## src/rtl/bpa_pkg.sv

```systemverilog
// Shared types and constants of the bitmap page allocator
`default_nettype none

package bpa_pkg;

   localparam int ADDR_W          = 32;
   localparam int WORD_W          = 32;
   localparam int BIT_POS_W       = 5;
   localparam int PAGE_SHIFT      = 12;
   localparam int PAGE_NUM_W      = ADDR_W - PAGE_SHIFT;
   localparam int STATUS_W        = 3;
   localparam int WORDS_IN_USE_W  = 11;
   localparam int CSR_INDEX_W     = 1;
   localparam int CSR_DATA_W      = 32;

   localparam logic [ADDR_W-1:0]         BASE_ADDRESS_RESET = '0;
   localparam logic [WORDS_IN_USE_W-1:0] WORDS_IN_USE_RESET = 11'd1024;

   // register indexes of the configuration port
   typedef enum logic [CSR_INDEX_W-1:0] {
      CSR_BASE_ADDRESS = 1'b0,
      CSR_WORDS_IN_USE = 1'b1
   } csr_index_type;

   // result status codes
   typedef enum logic [STATUS_W-1:0] {
      STATUS_OK           = 3'd0,
      STATUS_NO_FREE_PAGE = 3'd1,
      STATUS_MISALIGNED   = 3'd2,
      STATUS_OUT_OF_RANGE = 3'd3,
      STATUS_ALREADY_FREE = 3'd4
   } status_type;

   // operation of the shared address adder
   typedef enum logic {
      ADDR_MODE_PAGE   = 1'b0,
      ADDR_MODE_OFFSET = 1'b1
   } addr_mode_type;

   // outcome of looking at one bitmap word
   typedef struct packed {
      logic                 full;
      logic [BIT_POS_W-1:0] pos;
      logic [WORD_W-1:0]    word_set;
   } bit_find_type;

endpackage

`default_nettype wire

```

## src/rtl/bpa_bit_finder.sv

```systemverilog
// Lowest clear bit search over one bitmap word
`default_nettype none

module bpa_bit_finder (
   input  wire logic [bpa_pkg::WORD_W-1:0] word,
   output bpa_pkg::bit_find_type           result
);

   logic [bpa_pkg::WORD_W-1:0]    word_inc;
   logic [bpa_pkg::WORD_W-1:0]    lowest_clear;
   logic [bpa_pkg::BIT_POS_W-1:0] pos;

   // word + 1 carries through the trailing ones into the lowest clear bit
   assign word_inc     = word + bpa_pkg::WORD_W'(1);
   assign lowest_clear = ~word & word_inc;

   // encode the one-hot lowest clear bit
   always_comb begin
      pos = '0;
      for (int i = 0; i < bpa_pkg::WORD_W; i++) begin
         if (lowest_clear[i]) begin
            pos = pos | bpa_pkg::BIT_POS_W'(i);
         end
      end
   end

   assign result.full     = &word;
   assign result.pos      = pos;
   assign result.word_set = word | word_inc;

endmodule

`default_nettype wire

```

## config.mk

```make
export PLATFORM = sky130hd
export DESIGN_NAME = bpa_bit_finder
export DESIGN_NICKNAME = d
export VERILOG_FILES = /design/src/rtl/bpa_pkg.sv /design/src/rtl/bpa_bit_finder.sv
export SDC_FILE = /design/constraint.sdc
export NUM_CORES = 1
export LEC_CHECK = 0
export BUFFER_PORTS_ARGS = -buffer_cell sky130_fd_sc_hd__buf_2
export CORE_UTILIZATION = 47
export DETAILED_ROUTE_END_ITERATION = 7
export PLACE_DENSITY = 0.91
export SLEW_MARGIN = 20
export SYNTH_ARGS = -nofsm -noshare
export SYNTH_HDL_FRONTEND = slang
export SYNTH_SLANG_ARGS = --single-unit
```

## constraint.sdc

```tcl
create_clock -name vclk -period 3.1
set_input_delay 0.155 -clock vclk [all_inputs]
set_output_delay 0.155 -clock vclk [all_outputs]
set_load 0.05 [all_outputs]
```

; Word-level counts from Yosys, hierarchy flattened
; Index checks and enable logic that the tools add are counted.
[totals]
output_inout_bits = 38
inputBits = 32
word_cells = 36
ff_bits = 0
[op_classes]
n_reduce_logical = 1
muxes = 31
bitwise = 3
n_addsub = 1
[ops]
columns = op, n
row1 = 5-bit two-way mux, 16
row2 = 32-bit by 1-bit adder with 32-bit output (second input constant), 1
row3 = 32-bit bitwise AND, 1
row4 = 4-bit two-way mux, 8
row5 = 32-bit inverter, 1
row6 = 32-bit bitwise OR, 1
row7 = 32-bit AND reduction, 1
row8 = 3-bit two-way mux, 4
row9 = 2-bit two-way mux, 2
row10 = 1-bit two-way mux, 1

; Logic depth before layout (Yosys ltp)
[logic_depth]
word_depth = 33
depth_mapped = 7
depth_no_buf = 6

; Worst setup path before layout
; OpenSTA, ideal clock, no wires.
[synth_timing]
kind = input port to output port
start = input word[14] (netlist bit)
end = output result[31] (netlist bit)
arrival_time_ps = 2178
setup_slack_ps = 767
path_buffers = 1
t_required_ps = 2945
stages = 5
cell_sequence = buf_2 nand2_1 nor3_1 nand4b_4 o31ai_1
[synth_rtl]
columns = element, line
row1 = start: declaration, bpa_bit_finder.sv:5  ; input wire logic [bpa_pkg::WORD_W-1:0] word,
row2 = end: declaration, bpa_bit_finder.sv:6  ; output bpa_pkg::bit_find_type result

==> impl_metrics.json <==
{
  "gr-total-overflow": 0,
  "routed_via_density": 6.364,
  "ctsHoldBuffers": 0,
  "synthSimpleGateAreaFrac_pct": 58.77,
  "final.clkbuf_count": 0,
  "setup_viol": 0,
  "vias": 1502,
  "ys_warn_count": 0,
  "cp-start-kind": "primary input",
  "worstPathArrival_ps": 2240,
  "diodes": 0,
  "dpl_cell_area_um2": 1309,
  "path_class": "in2out",
  "die_height_um": 47.10,
  "maxSlewHeadroom_pct": 55.60,
  "grt_pass1_wl_mm": 4.961,
  "num_rows": 15,
  "grt_usage_pct": 30.09,
  "cp_max_fo": 8,
  "synthToLayoutAreaGrowth_pct": 36.91,
  "dp.cells": 236,
  "dp_hpwl_mm": 2.816,
  "fin_nets": 245,
  "drive_gt1_share_pct": 42.65,
  "drt_iter0_drc": 85,
  "rsz0062_at_grt": "false",
  "post-route-drc-count": 0,
  "antenna_found_initial": 0,
  "synthAdderAreaFrac_pct": 0,
  "multi_input_area_um2": 898.4,
  "die_x_um": 47.10,
  "synth-seq-area-share_pct": 0,
  "max_freq_ghz": 0.4170,
  "wl_per_cell_um": 14.14,
  "synth_compound_area_share_pct": 34.82,
  "detail-route-antenna-nets": 0,
  "p_total_uw": 209.9,
  "synth.distinct_cells": 47,
  "cts_setup_buffers": 0,
  "maxCapViolCount": 0,
  "hold_class": "in2out",
  "synthMuxAreaShare_pct": 0,
  "core_um2": 1821,
  "fill_cells": 158,
  "grt_max_degree": 12,
  "drv_slew": 0,
  "fin_crit_sh_pct": 77.36,
  "pre_cts_ws_ps": 717.6,
  "die_area_um2": 2218,
  "leakagePower_uw": 0.0006798,
  "synth.avg_cell_area_um2": 6.593,
  "gp_congestion": 0.9523,
  "synthXorXnorAreaFrac_pct": 0,
  "stdcell_count": 236,
  "synth_cells": 145,
  "synth_top_family_by_area": "simple AND/OR/NAND/NOR gates",
  "finalCriticalPeriod_ps": 2398,
  "netlist_area_um2": 955.9,
  "worst_setup_path_end_kind": "primary output",
  "powerDensity_nw_per_um2": 160.4,
  "crit_required_ps": 2940,
  "finalSetupTns_ps": 0,
  "layout.area.seq_um2": 0,
  "num_io_pins": 70,
  "firstDrtPassIters": 4,
  "nFlopsAndLatches": 0,
  "first_global_vias": 1168,
  "outcome": "finished, final reports clean",
  "worst_pin_slew_ps": 660.9,
  "port_buffers": 69,
  "ir_worst_vdd_v": 0.0001293,
  "hold_viol_final": 0,
  "initial_utilization_pct": 52.51,
  "fin_ws_ps": 701.8,
  "cts.repair.resized": 0,
  "synth_nets": 177,
  "wirelength_mm": 3.336,
  "design_area_um2": 1309
}
[cell type report]
class / count / share of cell area [%]
well taps: 25 / 2.390
repair buffers: 69 / 26.39
inverters: 9 / 2.581
multi-input cells: 133 / 68.64
[worst max-delay path, stage by stage]
cell and delay (ps):
buf_2 170, nand2_1 90, nor3_1 570, nand2_1 310, or4_1 460, o221ai_1 80, or4_1 140, buf_2 260
[layer usage]
layer / wire [um] / vias up / track usage (%)
li1: - / 715 / -
met1: 1354 / 673 / 42.47
met2: 1594 / 104 / 52.50
met3: 332 / 10 / 0.3846
met4: 54 / 0 / 4.000
met5: 0 / - / 0
[placed cells by master (no fill, tap or decap), drive strengths merged, types with 4 or more instances in the layout]
master and count:
buf 69, nand2 19, nand3 12, nand4 12
o21ai 10, inv 9, nor3 9, o21bai 8
nand2b 6, or2 4, and3 4, nor4 4
or4 4
[synthesized netlist by cell type (2+ instances only)]
master / count / area (um^2)
a21boi_0: 3 / 22.52
a21oi_1: 2 / 10.01
a31o_2: 2 / 17.52
a31oi_1: 2 / 12.51
and3_1: 3 / 18.77
and4_2: 2 / 20.02
inv_1: 9 / 33.78
nand2_1: 19 / 71.32
nand2b_1: 6 / 37.54
nand3_1: 12 / 60.06
nand4_1: 8 / 50.05
nand4_2: 3 / 37.54
nor2_1: 3 / 11.26
nor3_1: 8 / 40.04
nor4_1: 3 / 18.77
o211ai_1: 3 / 22.52
o21a_1: 2 / 15.01
o21ai_0: 10 / 50.05
o21bai_1: 8 / 60.06
o311ai_1: 2 / 17.52
o31ai_1: 3 / 22.52
or2_2: 4 / 25.02
or3_1: 2 / 12.51
or4_1: 3 / 22.52
[where the power goes]
part	internal [uW]	switching [uW]	leakage (uW)
logic	55.1	155	0.000680
clock network	0	0	0
registers	0	0	0
[per-stage QoR]
step	hold slack [ps]	util, %
after detailed placement	723.0	71.89
after global routing	745.3	71.89
after global placement	717.5	71.89
after CTS	723.8	71.89
after floorplan	533.7	-
final	723.4	71.89
[cell families (layout without fill, tap and decap cells)]
| family | count (synthesis) | in the layout |
|---|---|---|
| AO/OA/AOI/OAI | 46 | 46 |
| buffers and inverters | 12 | 78 |
| other | 1 | 1 |
| AND/OR/NAND/NOR | 86 | 86 |
[final timing paths]
kind	start	endpoint	slack, ps	cells past startpoint
worst max-delay path	word[14]	result[36]	700	8
worst min-delay path	word[31]	result[31]	720	4
(Power assumes the default switching activity.)
