$ cat src/rtl/bpa_pkg.sv
// Shared types and constants of the bitmap page allocator
`default_nettype none

package bpa_pkg;

   localparam int ADDR_W          = 32;
   localparam int WORD_W          = 32;
   localparam int BIT_POS_W       = 5;
   localparam int PAGE_SHIFT      = 12;
   localparam int PAGE_NUM_W      = ADDR_W - PAGE_SHIFT;
   localparam int STATUS_W        = 3;
   localparam int WORDS_IN_USE_W  = 11;
   localparam int CSR_INDEX_W     = 1;
   localparam int CSR_DATA_W      = 32;

   localparam logic [ADDR_W-1:0]         BASE_ADDRESS_RESET = '0;
   localparam logic [WORDS_IN_USE_W-1:0] WORDS_IN_USE_RESET = 11'd1024;

   // register indexes of the configuration port
   typedef enum logic [CSR_INDEX_W-1:0] {
      CSR_BASE_ADDRESS = 1'b0,
      CSR_WORDS_IN_USE = 1'b1
   } csr_index_type;

   // result status codes
   typedef enum logic [STATUS_W-1:0] {
      STATUS_OK           = 3'd0,
      STATUS_NO_FREE_PAGE = 3'd1,
      STATUS_MISALIGNED   = 3'd2,
      STATUS_OUT_OF_RANGE = 3'd3,
      STATUS_ALREADY_FREE = 3'd4
   } status_type;

   // operation of the shared address adder
   typedef enum logic {
      ADDR_MODE_PAGE   = 1'b0,
      ADDR_MODE_OFFSET = 1'b1
   } addr_mode_type;

   // outcome of looking at one bitmap word
   typedef struct packed {
      logic                 full;
      logic [BIT_POS_W-1:0] pos;
      logic [WORD_W-1:0]    word_set;
   } bit_find_type;

endpackage

`default_nettype wire

$ cat src/rtl/bpa_addr_unit.sv
// Shared address adder: page number to address, or address to offset
`default_nettype none

module bpa_addr_unit (
   input  wire bpa_pkg::addr_mode_type            mode,
   input  wire logic [bpa_pkg::ADDR_W-1:0]        base_address,
   input  wire logic [bpa_pkg::PAGE_NUM_W-1:0]    page_number,
   input  wire logic [bpa_pkg::ADDR_W-1:0]        page_address,
   output logic      [bpa_pkg::ADDR_W-1:0]        sum
);

   logic [bpa_pkg::ADDR_W-1:0] operand_a;
   logic [bpa_pkg::ADDR_W-1:0] operand_b;
   logic                       carry_in;

   // operand selection: base + page * 4096, or address - base
   always_comb begin
      unique case (mode)
         bpa_pkg::ADDR_MODE_PAGE: begin
            operand_a = base_address;
            operand_b = {page_number, bpa_pkg::PAGE_SHIFT'(0)};
            carry_in  = 1'b0;
         end
         bpa_pkg::ADDR_MODE_OFFSET: begin
            operand_a = page_address;
            operand_b = ~base_address;
            carry_in  = 1'b1;
         end
         default: begin
            operand_a = base_address;
            operand_b = '0;
            carry_in  = 1'b0;
         end
      endcase
   end

   // one 32-bit add, wraps modulo 2^32
   assign sum = operand_a + operand_b + bpa_pkg::ADDR_W'(carry_in);

endmodule

`default_nettype wire

$ cat config.mk
export PLATFORM = sky130hd
export DESIGN_NAME = bpa_addr_unit
export DESIGN_NICKNAME = d
export VERILOG_FILES = /design/src/rtl/bpa_pkg.sv /design/src/rtl/bpa_addr_unit.sv
export SDC_FILE = /design/constraint.sdc
export NUM_CORES = 1
export LEC_CHECK = 0
export BUFFER_PORTS_ARGS = -buffer_cell sky130_fd_sc_hd__buf_2
export CAP_MARGIN = 20
export CORE_UTILIZATION = 51
export DETAILED_ROUTE_END_ITERATION = 16
export PLACE_DENSITY = 0.85
export SLEW_MARGIN = 20
export SYNTH_ARGS = -nofsm -noshare
export SYNTH_HDL_FRONTEND = slang
export SYNTH_SLANG_ARGS = --single-unit
$ cat constraint.sdc
create_clock -name vclk -period 6.4
set_input_delay 1.28 -clock vclk [all_inputs]
set_output_delay 1.28 -clock vclk [all_outputs]
set_load 0.02 [all_outputs]
== Word-level counts from Yosys, hierarchy flattened ==
Index checks and enable logic that the tools add are counted.
Cells by class
  add/sub/neg operators: 2
  muxes and demuxes: 3
  bitwise logic cells: 2
Operators with widths (number)
  $pmux W32 S2: 2
  $add A32 B1 Y32: 1
  $add A32 B32 Y32: 1
  $not A32 Y32: 1
  $pmux W1 S2: 1
  $not A1 Y1: 1
Storage, ports and cells
  register bits after elaboration: 0
  output and inout bits: 32
  input port bits: 85
  logic and storage cells: 7

== Depth between registers and ports, before layout ==
  word-level depth: 4
  mapped depth: 14
  gate-level depth less buffers: 11

== Worst setup path after synthesis ==
OpenSTA, ideal clock, no wires.
  path type: input to output
  start: in mode
  end: out sum[28] in the netlist's numbering
  stages: 13
  data required time: 5120 ps
  slack: 532 ps
  path buffers: 2
  data arrival time: 4588 ps
  path through: clkbuf_1 clkbuf_1 mux2i_1 fa_1 inv_1 fa_1 a21o_1 a221oi_2 o21bai_1 a311oi_2 o21ai_2 a21o_1 a311oi_1
Between the ends
  longest elaborated chain between the ends: 4
  elaborated cells on any way between the ends: 6
  classes of those cells: add/sub: 2; mux: 3; bitwise: 1
Ends and longest elaborated chain
  from (decl): RTL line bpa_addr_unit.sv:5  | input wire bpa_pkg::addr_mode_type mode,
  $not A1 Y1: RTL line bpa_addr_unit.sv:18  | unique case (mode)
  $pmux W32 S2: RTL line bpa_addr_unit.sv:18
  $add A32 B32 Y32: RTL line bpa_addr_unit.sv:38  | assign sum = operand_a + operand_b + bpa_pkg::ADDR_W'(carry_in);
  $add A32 B1 Y32 (*): RTL line bpa_addr_unit.sv:38
  to (decl): RTL line bpa_addr_unit.sv:9  | output logic [bpa_pkg::ADDR_W-1:0] sum
Every way passes the cells marked *; elsewhere a longest branch is shown, timed or not.

== Worst setup path in the final report ==
  start: in mode
  end: out sum[26] in the netlist's numbering
Same word-level chain as after synthesis.

==> results.md <==
* Synth area leaders: ha_1 14%, mux2_2 13%, o21ai_0 6.0%
* Wire per inst at 13.34 µm
* Worst setup startpoint: mode
* Inst Count DP at 538
* Sequential cell area fraction in the yosys report at 0%
* Crit start category: input port
* Critical Path End Type: output pin
* Total number of vias at 3,140
* Routed Antenna Nets at 0
* GR Overflow Total at 0
* Setup TNS at 0 ps
* Starting Density at 54.64%
* Power consumption at 0.4813 mW
* Dpl hpwl at 5.938 mm
* Post-synth top cells: 39 x nand2_1, 34 x nor2_1, 32 x o21ai_0, 30 x ha_1, 30 x mux2_2
* Area grow syn2layout at 20.98%
* Dominant cell by count in the synthesized netlist: nand2_1
* Post-DP Area at 3226 µm²
* Initial DRC count at about 160
* Tcrit/Tclk final at between 90% and 100%
* Placer Congestion at 0.9364
* WL final at a little over 7 mm
* First-pass GRT wire length at 11.58 mm
* Distinct cells, synth at 62
* GR peak layer: met2
* Post-synth top area share at between 10% and 20%
* Critical Path Fanout Max at 32
* Syn Area/Cell at 7.206 µm²
* Ports at 117
* Layout cells sized above 1 at 35.88%
* Post-layout util at 66.10%
* Post-CTS resize count at 0
* Site Rows at 25
* Peak supply drop at 0.08036 mV
* GRT Util Overall at 25.56%
* Critical path's largest stage delay at 390 ps
* Maximum number of pins on one net before global-route repair at 33
* WP data required at 5120 ps
* Post-route setup slack at between 500 and 600 ps
* Initial antenna violation count at 0
* Syn Std Cell Area at 2666 µm²
* Worst path top cell family by delay: compound AO/OA/AOI/OAI gates
* Status: completed
* Met1 Usage GRT at 35.40%
* Worst-Margin Slew at about 500 ps
* Max Clk Rate at ~170 MHz
* Met3 global-route usage at 0.4065%
* Worst min path class: input port to output pin
* Setup Fix Bufs, Post-CTS at 0
* Hold_buf cts at 0
* Max-slew headroom at between 60% and 70%
* Avg Vias per Cell at 5.836
* Die W at 74.31 µm
* Leading area contributor after synthesis: ha_1
* Post-layout min period at about 5800 ps
* Final setup viols at 0
* Sequential cell area at 0 µm²
* Clock Buffer Count at 0
* Slowest-stage cell, CP: fa_1
* Chip height at 74.31 µm
* Worst setup path class: input port to output pin
* Met2 usage at 46.57%
* # port buffers at 117
* Hold slack at 2997 ps
* Hold Crit Start: base_address[31]
* Die Footprint at 5521 µm²
* Pre-CTS WS at between 500 and 600 ps
* Pleak at about 1.6 nW
* CP Cell Sequence: buf_2 > buf_4 > mux2i_1 > fa_1 > inv_1 > fa_1 > a21o_1 > a221oi_2 > o311a_1 > o221a_2 > o21bai_2 > a2111oi_0 > nor3_1 > buf_2
* Layout Nets at a little under 600
* Number of global-route vias before repair at roughly 2,700
* Unrepaired setup endpoints after global routing: no
* # DRC at 0
* Arr. time, crit path at roughly 4500 ps
* Post-route cell area at 3226 µm²
* Power density over cell area at between 100 and 150 nW/µm²
* Max-Cap Viols at 0
* Fin cells at 538
* Syn. warnings at 0
* Synthesized Nets at between 400 and 500
* Core Area at 4880 µm²
* Buf/Inv on CP at 4
* Max Slew Vio Count at 0
* Post-Synthesis Cells at 370
* Endpoints failing hold at 0
* Seq cells at 0
* Drt pass-1 iters at 5
* ANT cells at 0
[worst paths after layout]
path	depth (start not counted)	end	slack (ps)
worst max-delay path	14	sum[26]	600
worst min-delay path	4	sum[31]	3000
[layout by cell type, fill, tap and decap left out, types with 4 or more instances in the layout]
master | Yosys | layout
ha_1 | 30 | 30
a21oi_1 | 28 | 28
a2111oi_0 | 4 | 4
buf_4 | 1 | 4
o21a_1 | 8 | 8
nand3_1 | 8 | 8
o21ai_1 | 7 | 7
o21ai_0 | 32 | 32
o2111ai_1 | 6 | 6
nor3_1 | 4 | 4
a21o_1 | 16 | 16
nand2_1 | 39 | 39
xnor2_1 | 18 | 18
o21bai_1 | 5 | 5
mux2_2 | 30 | 30
inv_1 | 12 | 12
buf_2 | 0 | 117
nor2_1 | 34 | 34
xor2_1 | 6 | 6
[cell families (layout without fill, tap and decap cells)]
logic type | Yosys count | in the layout | share of synthesized area (%)
AO/OA/AOI/OAI | 139 | 139 | 36.84
XOR/XNOR | 24 | 24 | 7.884
adder cells (fa/ha/maj) | 32 | 32 | 15.58
buffers and inverters | 33 | 134 | 7.085
multiplexers | 33 | 33 | 13.80
AND/OR/NAND/NOR | 109 | 109 | 18.82
[cell type report]
cell class,count,area (µm²)
Multi-Input combinational cell,337,2477
Fill cell,454,1654
Timing Repair Buffer,121,615.6
Tap cell,67,83.83
Inverter,13,48.80
[power by group]
part           internal [mW]  switching, mW  total (mW)  leakage [nW]
Combinational          0.195          0.287       0.481          1.62
Sequential                 0              0           0             0
Clock                      0              0           0             0
[metal layers]
| metal | up-vias | share of wire [%] |
|---|---|---|
| li1 | 1595 | - |
| met1 | 1409 | 47 |
| met2 | 132 | 46 |
| met3 | 4 | 6.6 |
| met4 | 0 | 0.36 |
| met5 | - | 0 |
(Power assumes the default switching activity.)
